==> src/hw/rtl/mtdt_pkg.sv <==
// Shared types, codes and constants for the masked tick dispatch table.
`timescale 1ns / 1ps

package mtdt_pkg;

	localparam int MAX_ENTRIES_DEF = 32;
	localparam int ID_WIDTH_DEF    = 8;
	localparam int CMD_W           = 2;
	localparam int STATUS_W        = 3;
	localparam int ID_PORT_W       = 8;
	localparam int MASK_W          = 32;
	localparam int TICK_W          = 32;

	typedef enum logic [CMD_W-1:0] {
		CMD_TICK   = 2'd0,
		CMD_ADD    = 2'd1,
		CMD_REMOVE = 2'd2
	} cmd_t;

	typedef enum logic [STATUS_W-1:0] {
		ST_FIRED     = 3'd0,
		ST_NONE      = 3'd1,
		ST_ADDED     = 3'd2,
		ST_FULL      = 3'd3,
		ST_REMOVED   = 3'd4,
		ST_NOT_FOUND = 3'd5
	} status_t;

	typedef enum logic [2:0] {
		S_IDLE,
		S_ADD,
		S_TEVAL,
		S_TFIN,
		S_RSCAN,
		S_RSHIFT,
		S_RFIN
	} state_t;

	// Which result the output register loads
	typedef enum logic [1:0] {
		PUSH_PEND,
		PUSH_TICK_END,
		PUSH_ADD,
		PUSH_REM
	} push_sel_t;

	typedef struct packed {
		logic      req_load;
		logic      tick_inc;
		logic      idx_clr;
		logic      idx_inc;
		logic      rd_first;
		logic      rd_next;
		logic      wr_add;
		logic      wr_shift;
		logic      cnt_dec;
		logic      found_set;
		logic      found_clr;
		logic      pend_load;
		logic      pend_clr;
		logic      push;
		push_sel_t push_sel;
	} dp_cmd_t;

	typedef struct packed {
		logic count_zero;
		logic full;
		logic idx_last;
		logic fires;
		logic match;
		logic pend_v;
		logic found;
		logic out_free;
	} dp_status_t;

endpackage

==> src/hw/rtl/mtdt_ctrl.sv <==
// Sequencer for tick scans, appends and removals with gap closing.
`timescale 1ns / 1ps

module mtdt_ctrl
	import mtdt_pkg::*;
(
	input  logic       clk,
	input  logic       arst_n,
	input  logic       req_valid,
	input  logic [1:0] cmd,
	input  dp_status_t st,
	output logic       req_stall,
	output dp_cmd_t    dc
);

	state_t state_q, state_d;
	logic   accept;

	assign req_stall = (state_q != S_IDLE);
	assign accept    = req_valid && (state_q == S_IDLE);

	always_ff @(posedge clk or negedge arst_n) begin
		if (!arst_n) begin
			state_q <= S_IDLE;
		end else begin
			state_q <= state_d;
		end
	end

	always_comb begin
		state_d     = state_q;
		dc          = '0;
		dc.push_sel = PUSH_PEND;
		case (state_q)
			S_IDLE: begin
				if (accept) begin
					dc.req_load = 1'b1;
					case (cmd_t'(cmd))
						CMD_TICK: begin
							dc.tick_inc = 1'b1;
							if (st.count_zero) begin
								state_d = S_TFIN;
							end else begin
								dc.rd_first = 1'b1;
								dc.idx_clr  = 1'b1;
								state_d     = S_TEVAL;
							end
						end
						CMD_ADD: begin
							state_d = S_ADD;
						end
						CMD_REMOVE: begin
							if (st.count_zero) begin
								state_d = S_RFIN;
							end else begin
								dc.rd_first = 1'b1;
								dc.idx_clr  = 1'b1;
								state_d     = S_RSCAN;
							end
						end
						default: begin
							// unused code: drop the transaction
							state_d = S_IDLE;
						end
					endcase
				end
			end
			S_ADD: begin
				if (st.out_free) begin
					dc.push     = 1'b1;
					dc.push_sel = PUSH_ADD;
					dc.wr_add   = !st.full;
					state_d     = S_IDLE;
				end
			end
			S_TEVAL: begin
				// hold the entry while an older hit cannot leave
				if (!(st.fires && st.pend_v && !st.out_free)) begin
					if (st.fires) begin
						dc.pend_load = 1'b1;
						dc.push      = st.pend_v;
						dc.push_sel  = PUSH_PEND;
					end
					if (st.idx_last) begin
						state_d = S_TFIN;
					end else begin
						dc.rd_next = 1'b1;
						dc.idx_inc = 1'b1;
					end
				end
			end
			S_TFIN: begin
				if (st.out_free) begin
					dc.push     = 1'b1;
					dc.push_sel = PUSH_TICK_END;
					dc.pend_clr = 1'b1;
					state_d     = S_IDLE;
				end
			end
			S_RSCAN: begin
				if (st.match) begin
					dc.found_set = 1'b1;
				end
				if (st.idx_last) begin
					state_d = S_RFIN;
				end else begin
					dc.rd_next = 1'b1;
					dc.idx_inc = 1'b1;
					if (st.match) begin
						state_d = S_RSHIFT;
					end
				end
			end
			S_RSHIFT: begin
				// move the entry just read down by one place
				dc.wr_shift = 1'b1;
				if (st.idx_last) begin
					state_d = S_RFIN;
				end else begin
					dc.rd_next = 1'b1;
					dc.idx_inc = 1'b1;
				end
			end
			S_RFIN: begin
				if (st.out_free) begin
					dc.push      = 1'b1;
					dc.push_sel  = PUSH_REM;
					dc.cnt_dec   = st.found;
					dc.found_clr = 1'b1;
					state_d      = S_IDLE;
				end
			end
			default: begin
				state_d = S_IDLE;
			end
		endcase
	end

endmodule

==> src/hw/rtl/mtdt_dpath.sv <==
// Entry memory, counters, pending hit and result register.
`timescale 1ns / 1ps

module mtdt_dpath
	import mtdt_pkg::*;
#(
	parameter int MAX_ENTRIES = MAX_ENTRIES_DEF,
	parameter int ID_WIDTH    = ID_WIDTH_DEF
) (
	input  logic                 clk,
	input  logic                 arst_n,
	input  logic [ID_PORT_W-1:0] handler_id,
	input  logic [MASK_W-1:0]    call_mask,
	input  dp_cmd_t              dc,
	output dp_status_t           st,
	input  logic                 rsp_stall,
	output logic                 rsp_valid,
	output logic [STATUS_W-1:0]  status,
	output logic [ID_PORT_W-1:0] fired_id,
	output logic [TICK_W-1:0]    tick_value,
	output logic                 last_result
);

	localparam int CNT_W   = $clog2(MAX_ENTRIES + 1);
	localparam int IDX_W   = (MAX_ENTRIES > 1) ? $clog2(MAX_ENTRIES) : 1;
	localparam int ENTRY_W = ID_WIDTH + MASK_W;

	logic [ENTRY_W-1:0]  mem_q [MAX_ENTRIES];
	logic [ENTRY_W-1:0]  rd_data_q;
	logic [IDX_W-1:0]    rd_addr;
	logic                rd_en;
	logic [IDX_W-1:0]    wr_addr;
	logic [ENTRY_W-1:0]  wr_data;
	logic                wr_en;

	logic [TICK_W-1:0]   tick_q;
	logic [CNT_W-1:0]    count_q;
	logic [IDX_W-1:0]    idx_q;
	logic [ID_WIDTH-1:0] req_id_q;
	logic [MASK_W-1:0]   req_mask_q;
	logic                pend_v_q;
	logic [ID_WIDTH-1:0] pend_id_q;
	logic                found_q;

	logic [ID_WIDTH-1:0] rd_id;
	logic [MASK_W-1:0]   rd_mask;
	logic                out_free;

	logic                rsp_valid_q;
	status_t             status_q;
	logic [ID_PORT_W-1:0] fired_id_q;
	logic [TICK_W-1:0]   tick_value_q;
	logic                last_q;

	assign rd_id    = rd_data_q[ENTRY_W-1:MASK_W];
	assign rd_mask  = rd_data_q[MASK_W-1:0];
	assign out_free = !rsp_valid_q || !rsp_stall;

	assign rd_en   = dc.rd_first || dc.rd_next;
	assign rd_addr = dc.rd_first ? '0 : IDX_W'(idx_q + 1'b1);
	assign wr_en   = dc.wr_add || dc.wr_shift;
	assign wr_addr = dc.wr_add ? count_q[IDX_W-1:0] : IDX_W'(idx_q - 1'b1);
	assign wr_data = dc.wr_add ? {req_id_q, req_mask_q} : rd_data_q;

	always_ff @(posedge clk) begin
		if (wr_en) begin
			mem_q[wr_addr] <= wr_data;
		end
	end

	always_ff @(posedge clk) begin
		if (rd_en) begin
			rd_data_q <= mem_q[rd_addr];
		end
	end

	always_ff @(posedge clk or negedge arst_n) begin
		if (!arst_n) begin
			tick_q   <= '0;
			count_q  <= '0;
			idx_q    <= '0;
			pend_v_q <= 1'b0;
			found_q  <= 1'b0;
		end else begin
			if (dc.tick_inc) begin
				tick_q <= tick_q + 1'b1;
			end
			if (dc.wr_add) begin
				count_q <= count_q + 1'b1;
			end else if (dc.cnt_dec) begin
				count_q <= count_q - 1'b1;
			end
			if (dc.idx_clr) begin
				idx_q <= '0;
			end else if (dc.idx_inc) begin
				idx_q <= idx_q + 1'b1;
			end
			if (dc.pend_clr) begin
				pend_v_q <= 1'b0;
			end else if (dc.pend_load) begin
				pend_v_q <= 1'b1;
			end
			if (dc.found_clr) begin
				found_q <= 1'b0;
			end else if (dc.found_set) begin
				found_q <= 1'b1;
			end
		end
	end

	always_ff @(posedge clk) begin
		if (dc.req_load) begin
			req_id_q   <= ID_WIDTH'(handler_id);
			req_mask_q <= call_mask;
		end
		if (dc.pend_load) begin
			pend_id_q <= rd_id;
		end
	end

	always_ff @(posedge clk or negedge arst_n) begin
		if (!arst_n) begin
			rsp_valid_q <= 1'b0;
		end else if (dc.push) begin
			rsp_valid_q <= 1'b1;
		end else if (!rsp_stall) begin
			rsp_valid_q <= 1'b0;
		end
	end

	always_ff @(posedge clk) begin
		if (dc.push) begin
			tick_value_q <= tick_q;
			case (dc.push_sel)
				PUSH_PEND: begin
					status_q   <= ST_FIRED;
					fired_id_q <= ID_PORT_W'(pend_id_q);
					last_q     <= 1'b0;
				end
				PUSH_TICK_END: begin
					status_q   <= pend_v_q ? ST_FIRED : ST_NONE;
					fired_id_q <= pend_v_q ? ID_PORT_W'(pend_id_q) : '0;
					last_q     <= 1'b1;
				end
				PUSH_ADD: begin
					status_q   <= st.full ? ST_FULL : ST_ADDED;
					fired_id_q <= ID_PORT_W'(req_id_q);
					last_q     <= 1'b1;
				end
				PUSH_REM: begin
					status_q   <= found_q ? ST_REMOVED : ST_NOT_FOUND;
					fired_id_q <= ID_PORT_W'(req_id_q);
					last_q     <= 1'b1;
				end
				default: begin
					status_q   <= ST_NONE;
					fired_id_q <= '0;
					last_q     <= 1'b1;
				end
			endcase
		end
	end

	always_comb begin
		st.count_zero = (count_q == '0);
		st.full       = (count_q == CNT_W'(MAX_ENTRIES));
		st.idx_last   = ((CNT_W'(idx_q) + 1'b1) == count_q);
		st.fires      = ((tick_q & rd_mask) == '0);
		st.match      = (rd_id == req_id_q);
		st.pend_v     = pend_v_q;
		st.found      = found_q;
		st.out_free   = out_free;
	end

	assign rsp_valid   = rsp_valid_q;
	assign status      = status_q;
	assign fired_id    = fired_id_q;
	assign tick_value  = tick_value_q;
	assign last_result = last_q;

endmodule

==> src/hw/rtl/masked_tick_dispatch_table.sv <==
// Top level of the masked tick dispatch table.
//
//  channel  dir  handshake              payload
//  req      in   req_valid / req_stall  cmd, handler_id, call_mask
//  rsp      out  rsp_valid / rsp_stall  status, fired_id, tick_value, last_result
//
// A tick accepts the command, then walks the table with the memory read port, one
// entry per cycle unless a hit waits while an older one cannot leave, then closes
// with the final result. A remove scans for the id and moves each later entry down
// by one place; an add is accepted, then answered. rsp_stall can hold each result.
// Reset clears the counter and the entry count; no clearing pass of the memory.
`timescale 1ns / 1ps

module masked_tick_dispatch_table
	import mtdt_pkg::*;
#(
	parameter int MAX_ENTRIES = MAX_ENTRIES_DEF,
	parameter int ID_WIDTH    = ID_WIDTH_DEF
) (
	input  logic                 clk,
	input  logic                 arst_n,
	input  logic                 req_valid,
	output logic                 req_stall,
	input  logic [CMD_W-1:0]     cmd,
	input  logic [ID_PORT_W-1:0] handler_id,
	input  logic [MASK_W-1:0]    call_mask,
	output logic                 rsp_valid,
	input  logic                 rsp_stall,
	output logic [STATUS_W-1:0]  status,
	output logic [ID_PORT_W-1:0] fired_id,
	output logic [TICK_W-1:0]    tick_value,
	output logic                 last_result
);

	dp_cmd_t    dc;
	dp_status_t st;

	mtdt_ctrl u_ctrl (
		.clk       (clk),
		.arst_n    (arst_n),
		.req_valid (req_valid),
		.cmd       (cmd),
		.st        (st),
		.req_stall (req_stall),
		.dc        (dc)
	);

	mtdt_dpath #(
		.MAX_ENTRIES (MAX_ENTRIES),
		.ID_WIDTH    (ID_WIDTH)
	) u_dpath (
		.clk         (clk),
		.arst_n      (arst_n),
		.handler_id  (handler_id),
		.call_mask   (call_mask),
		.dc          (dc),
		.st          (st),
		.rsp_stall   (rsp_stall),
		.rsp_valid   (rsp_valid),
		.status      (status),
		.fired_id    (fired_id),
		.tick_value  (tick_value),
		.last_result (last_result)
	);

	// a real command keeps the request side closed in the next cycle
	a_busy_after_cmd: assert property (@(posedge clk) disable iff (!arst_n)
		req_valid && !req_stall && (cmd != CMD_W'(3)) |=> req_stall)
		else $error("request accepted while a command was in progress");

	a_none_fired: assert property (@(posedge clk) disable iff (!arst_n)
		rsp_valid && (status == ST_NONE) |-> last_result && (fired_id == '0))
		else $error("none-fired result not final or carries an id");

	a_single_final: assert property (@(posedge clk) disable iff (!arst_n)
		rsp_valid && (status != ST_FIRED) |-> last_result)
		else $error("single-result command not marked final");

	a_hold_in_scan: assert property (@(posedge clk) disable iff (!arst_n)
		dc.push && !st.out_free |-> 1'b0)
		else $error("result register overwritten while occupied");

endmodule
==> config.mk <==
export PLATFORM = sky130hd
export DESIGN_NAME = masked_tick_dispatch_table
export DESIGN_NICKNAME = d
export VERILOG_FILES = /design/src/hw/rtl/mtdt_pkg.sv /design/src/hw/rtl/mtdt_ctrl.sv /design/src/hw/rtl/mtdt_dpath.sv /design/src/hw/rtl/masked_tick_dispatch_table.sv
export SDC_FILE = /design/constraint.sdc
export NUM_CORES = 2
export LEC_CHECK = 0
export ABC_AREA = 0
export BUFFER_PORTS_ARGS = -buffer_cell sky130_fd_sc_hd__buf_2
export CAP_MARGIN = 20
export CORE_MARGIN = 3
export CORE_UTILIZATION = 35
export CTS_CLUSTER_SIZE = 30
export DETAILED_ROUTE_END_ITERATION = 10
export GPL_ROUTABILITY_DRIVEN = 1
export GPL_TIMING_DRIVEN = 1
export PLACE_DENSITY = 0.48
export SYNTH_ARGS = -nofsm -noshare
export SYNTH_HDL_FRONTEND = slang
export SYNTH_SLANG_ARGS = --single-unit
==> constraint.sdc <==
create_clock -name clk -period 8.3 [get_ports clk]
set_input_delay 1.245 -clock clk [delete_from_list [all_inputs] [get_ports clk]]
set_output_delay 1.245 -clock clk [all_outputs]
set_load 0.005 [all_outputs]
After elaboration in Yosys (flattened, before gate mapping):

Memories as Yosys holds them, arrays and structs flattened. A register that Yosys moved wholly into a read port is not among the register bits.
Index checks and enable logic that the tools add are counted.

* add/subtract/negate cells: 6
* eq/ne operators: 21
* mux-type cells: 62
* bitwise operators: 1
* reductions and logical operators: 26

Operator list (count)
* $mux W40: 1
* $mux W3: 13
* $add A32 B1 Y32 const B: 1
* $and A32 B32 Y32: 1
* $logic_not A32 Y1: 1
* $mux W1: 32
* $pmux W3 S4: 2
* $pmux W8 S3: 1
* $mux W5: 4
* $pmux W3 S5: 1
* $mux W6: 2
* $eq A3 B3 Y1 const B: 3
* $pmux W3 S3: 1
* $eq A8 B8 Y1: 1
* $mux W8: 1
* $reduce_bool A2 Y1: 4
* $add A5 B1 Y6 const B: 1
* $add A6 B1 Y6 const B: 1
* $eq A2 B2 Y1 const B: 3
* $eq A3 B2 Y1 const B: 2
* $eq A6 B6 Y1: 1
* $eq A6 B6 Y1 const B: 1
* $logic_not A6 Y1: 1
* $ne A2 B1 Y1 const B: 3
* 19 further kinds: 34

* input port bits: 46
* memories: 1
* register bits after elaboration: 141
* memory bits (writable): 1280

Memories
* u_dpath.mem_q: depth 32, bits a word 40, read ports 1, clocked after Yosys merged registers in 1, wr ports 1, RTL line mtdt_dpath.sv:28 `logic [ENTRY_W-1:0] mem_q [MAX_ENTRIES];`

Depth between registers and ports, before layout:

* depth after elaboration: 9
* gate-level depth with buffers: 15

Hierarchy:

Synthesis repeated with hierarchy kept, for this count alone.

* cell total of the unflattened synthesis: 3695
* area total of the unflattened synthesis: 57473.9 um^2

By module, submodules not included
* mtdt_dpath: instances 1, area each 57017.2 um^2, cells an instance 3632
* mtdt_ctrl: instances 1, area each 456.7 um^2, cells an instance 63

Worst setup path before layout:

No wires, ideal clock.

* path kind: register to register
* start point: register u_dpath.idx_q[0]
* end point: memory u_dpath.mem_q[13][0] in the netlist's numbering, enable pin
* arrival time: 5394 ps
* slack: 2419 ps
* period minus slack after synthesis: 5881 ps
* library setup time: 487 ps
* cell stages (with the launch flop): 12
* cell sequence: dfrtp_1 -> buf_4 -> buf_2 -> clkinv_1 -> clkbuf_1 -> ha_1 -> buf_2 -> buf_2 -> clkbuf_1 -> clkbuf_1 -> a32oi_1 -> nor3_1

* cells in the longest elaborated chain, start to end: 2

Ends and longest elaborated chain
* from (decl): RTL line mtdt_dpath.sv:38 `logic [IDX_W-1:0] idx_q;`
* from (signal assigned): RTL line mtdt_dpath.sv:96 `idx_q <= idx_q + 1'b1;`
* $sub A5 B1 Y5: RTL line mtdt_dpath.sv:62 `assign wr_addr = dc.wr_add ? count_q[IDX_W-1:0] : IDX_W'(idx_q - 1'b1);`
* $mux W5: RTL line mtdt_dpath.sv:62
* to (decl): RTL line mtdt_dpath.sv:28

Every way passes these cells.

Final worst setup path:

* start point: register u_dpath.idx_q[0]
* end point: register u_dpath.rd_data_q[38] (read register of u_dpath.mem_q), data pin

* cells in the longest elaborated chain, start to end: 6
* elaborated cells on any way between the ends: 8

Ends and longest elaborated chain
* $add A5 B1 Y6: RTL line mtdt_dpath.sv:167 `st.idx_last = ((CNT_W'(idx_q) + 1'b1) == count_q);`
* $eq A6 B6 Y1: RTL line mtdt_dpath.sv:167
* $mux W1: RTL line mtdt_ctrl.sv:84, mtdt_ctrl.sv:104, mtdt_ctrl.sv:117
* $mux W1: RTL line mtdt_ctrl.sv:78 `if (!(st.fires && st.pend_v && !st.out_free)) begin`
* $pmux W1 S2: RTL line mtdt_ctrl.sv:34 `case (state_q)`
* $logic_or A1 B1 Y1: RTL line mtdt_dpath.sv:59 `assign rd_en = dc.rd_first || dc.rd_next;`
* to (decl): RTL line mtdt_dpath.sv:29 `logic [ENTRY_W-1:0] rd_data_q;`

Parallel ways exist; a longest one is shown, timed or not.
A chain may end at the register's enable or synchronous reset.

==> run_results.csv <==
group,metric,value,unit
finish,drive_above_1_share,0.174,
critical_path,cp_max_fo,78,
sta,setup_tns,0,ps
placement,gp_congestion,0.779,
sta,skew,32.2,ps
sta,setup_slack,3170,ps
power_and_ir_drop,power.switching,0.0101,W
logic_synthesis,synth_cells,3466,
sta,min_period,5130,ps
logic_synthesis,synth_flop_cell,"edfxtp_1",
clock_network,clockBufferDepth,3,
critical_path,path_buf_inv,3,
clock_network,cts-htree-levels,4,
critical_path,critical-path-max-stage-delay,730,ps
sta,worst_pin_slew,1240,ps
sta,relSlewSlack,0.175,
critical_path,reg2reg_to,"u_dpath.rd_data_q[38]$_DFFE_PP_",
power_and_ir_drop,powerDensity,404,nW/um2
floorplanning,num_rows,148,
global_route,grt_max_degree,154,
global_route,overflow,0,
clock_network,cts_made_buffers,161,
power_and_ir_drop,seqPwrFrac,0.374,
floorplanning,die_area,170000,um2
min_path,hold_path_end,"u_dpath.pend_id_q[6]$_DFFE_PP_",
sta,maxSlewViolCount,0,
min_path,hp-start,"u_dpath.rd_data_q[38]$_DFFE_PP_",
clock_network,cts_resized,0,
logic_synthesis,synth_area,57900,um2
critical_path,criticalPathCategory,"reg -> reg",
detailed_routing,drt_first_pass_iters,6,
min_path,hold_depth,0,
global_route,antenna_found_initial,14,
finish,fin_nets,3639,
detailed_routing,viasPerCell,5.53,
critical_path,crit_required,8840,ps
sta,finalCritPeriodShare,0.618,
logic_synthesis,ys_warn_count,0,
critical_path,critPathArrivalTime,5680,ps
clock_network,cts_tree,"built",
clock_network,clk_pin_slew,50,ps
floorplanning,initial_core_util,0.354,
floorplanning,io_pins,92,
power_and_ir_drop,power_leakage,21.3,nW
placement,dpl_worst_slack,3160,ps
logic_synthesis,syn_nets,3520,
placement,placed_cell_area,61100,um2
logic_synthesis,syn_area_per_cell,16.7,um2
critical_path,cp-end-kind,"flop",
critical_path,path_cells,"inv_2 -> buf_4 -> ha_4 -> clkinv_2 -> nand2_1 -> nand2_4 -> a221oi_2 -> nor3_1 -> o31a_1",
clock_network,post_cts_buffers,0,
logic_synthesis,async_flop_share,0.0335,
power_and_ir_drop,p_int,0.0168,W
sta,report.final.hold_viol_count,0,
global_route,track_usage,0.194,
power_and_ir_drop,p_clk_frac,0.251,
run,drv_cap,0,
placement,port_buffers,91,
finish,diodes,0,
floorplanning,core,164000,um2
min_path,hold_class,"reg -> reg",
clock_network,insertion_delay,800,ps
critical_path,timing.rr.start,"u_dpath.idx_q[0]$_DFFE_PN0P_",
finish,syn_to_final_growth,14.7,%
critical_path,critPathTopFamily,"buffers and inverters",
detailed_routing,routedWlPerCell,28.2,um
clock_network,cts-hold-fix-buffers,0,
critical_path,reg2reg_slack,3170,ps
detailed_routing,vias,32549,
finish,final_util,0.406,
finish,n_fill_cell,14754,
critical_path,startpoint_type,"flop",
global_route,grt_pass1_wl,238,mm
critical_path,cp_slowest_cell,"clkinv_2",
sta,finalSetupViolations,0,
detailed_routing,drtAntennaViolNets,0,
detailed_routing,routed_wl,166,mm
finish,fin_area,66500,um2
logic_synthesis,synth_cell_type_count,70,
global_route,first_global_vias,32063,
clock_network,clockRootBuffer,"clkbuf_16",
placement,hpwl,91.1,mm
outcome,status,"finished, final reports clean",
floorplanning,fp.dieH,413,um
logic_synthesis,ys_seq_elements,1461,
power_and_ir_drop,irDropWorstVdd,0.571,mV
floorplanning,die_w,413,um
sta,rsz0062_at_grt,"false",
power_and_ir_drop,pwr-share-comb,0.375,
detailed_routing,drt-initial-drc-count,3413,
sta,max_freq,195,MHz
clock_network,clkSinkCount,1461,
logic_synthesis,synth-seq-area-share,0.753,
logic_synthesis,synth_edf_count,1412,
power_and_ir_drop,p_sw_frac,0.375,
critical_path,r2r_cells,9,
detailed_routing,drc,0,
sequential cells by signal, summed over array words and instances, names as in the netlist:
signal               flops
u_dpath.found_q          1
u_dpath.idx_q            5
u_dpath.last_result      1
u_dpath.req_id_q         8
u_dpath.pend_id_q        8
u_dpath.pend_v_q         1
u_dpath.tick_q          32
u_dpath.fired_id         8
u_dpath.mem_q         1280
u_dpath.req_mask_q      32
u_ctrl.state_q           3
u_dpath.rsp_valid        1
u_dpath.count_q          6
u_dpath.rd_data_q       40
u_dpath.tick_value      32
u_dpath.status           3
placed cells by master, fill, tap and decap left out, drive strengths merged, types with 5 or more instances in the layout:
master,count
xor2,17
bufinv,5
mux2i,128
a22o,8
nand2,361
nor2,70
a21oi,61
inv,22
dfrtp,49
a32oi,40
o21ai,211
xnor2,39
mux2,41
clkinv,64
buf,196
a31oi,7
clkbuf,218
and2,5
nand3b,5
a22oi,18
ha,7
a211oi,78
edfxtp,1412
nand3,177
a2111o,38
nand4,15
or3,42
nor3,42
mux4,121
a221oi,118
nand2b,5
a311oi,39
synth_stat cells (4+ instances only):
cell type,count,area share
a2111o_1,38,0.0074
a211oi_1,78,0.010
a21oi_1,61,0.0053
a221oi_1,106,0.016
a221oi_2,12,0.0031
a22o_1,8,0.0012
a22oi_1,18,0.0023
a311oi_1,39,0.0059
a31oi_1,7,0.00076
a32oi_1,40,0.0060
and2_1,5,0.00054
and4_1,4,0.00060
buf_1,23,0.0015
buf_2,84,0.0073
buf_4,11,0.0014
buf_6,6,0.0012
clkbuf_1,116,0.0075
dfrtp_1,49,0.021
edfxtp_1,1412,0.73
ha_1,7,0.0015
inv_1,17,0.0011
mux2_2,41,0.0080
mux2i_1,128,0.022
mux4_2,121,0.047
nand2_1,358,0.023
nand2b_1,5,0.00054
nand3_1,177,0.015
nand3b_1,5,0.00065
nand4_1,15,0.0016
nor2_1,70,0.0045
nor3_1,40,0.0035
o211ai_1,4,0.00052
o21ai_0,206,0.018
o21ai_1,5,0.00043
o32a_1,4,0.00069
or3_1,42,0.0045
xnor2_1,38,0.0057
xor2_1,16,0.0024
worst max-delay path by stage:
stage / from / end / slack (ps) / cells after the start
2_1_floorplan: u_dpath.idx_q[0]$_DFFE_PN0P_ / u_dpath.mem_q[13][0]$_DFFE_PP_ / 2420 / 11
3_3_place_gp: u_dpath.idx_q[0]$_DFFE_PN0P_ / u_dpath.rd_data_q[38]$_DFFE_PP_ / 3220 / 9
3_5_place_dp: u_dpath.idx_q[0]$_DFFE_PN0P_ / u_dpath.rd_data_q[38]$_DFFE_PP_ / 3160 / 9
4_1_cts: u_dpath.idx_q[0]$_DFFE_PN0P_ / u_dpath.rd_data_q[38]$_DFFE_PP_ / 3150 / 9
5_1_grt: u_dpath.idx_q[0]$_DFFE_PN0P_ / u_dpath.rd_data_q[38]$_DFFE_PP_ / 2920 / 9
6_report: u_dpath.idx_q[0]$_DFFE_PN0P_ / u_dpath.rd_data_q[38]$_DFFE_PP_ / 3170 / 9
cell families after synthesis:
family | share of synthesized area
multiplexers | 0.0771
flip-flops | 0.753
XOR/XNOR | 0.00872
AND/OR/NAND/NOR | 0.0584
adder cells (fa/ha/maj) | 0.00186
buffers and inverters | 0.0201
AO/OA/AOI/OAI | 0.0808
power by group through the flow:
stage	combinational [W]	sequential [W]	clock [W]
CTS	0.00994	0.0101	0.00692
floorplan	0.00659	0.00983	0
finish	0.0101	0.0101	0.00675
global placement	0.00981	0.0102	0
detailed placement	0.00991	0.0102	0
global route	0.0108	0.0101	0.00723
final cells by class:
type                    count  area, um2  share of cell area
inverters                  19       72.6             0.00109
clock buffers             218       4420              0.0665
repair buffers            196       1620              0.0244
well taps                2175       2720              0.0410
flip-flops and latches   1461      43600               0.657
clock inverters            73        549             0.00827
multi-input cells        1746      13400               0.202
metal layers:
metal	routed length, um	global-route usage	part of all wire	up-vias
li1	-	-	-	14183
met3	10200	0.0352	0.061	223
met4	3810	0.0528	0.023	2
met5	7	0	0.000042	-
met2	76600	0.302	0.46	1081
met1	75400	0.278	0.45	17060
through the flow:
stage | power, W | instances | hold WS, ps
2_1_floorplan | 0.0164 | 3466 | 459
3_3_place_gp | 0.0201 | 5579 | 509
3_5_place_dp | 0.0201 | 5583 | 497
4_1_cts | 0.0269 | 5874 | 509
5_1_grt | 0.0281 | 5888 | 530
6_report | 0.0269 | 5888 | 511
No activity file was read; power rests on OpenSTA's default activity.
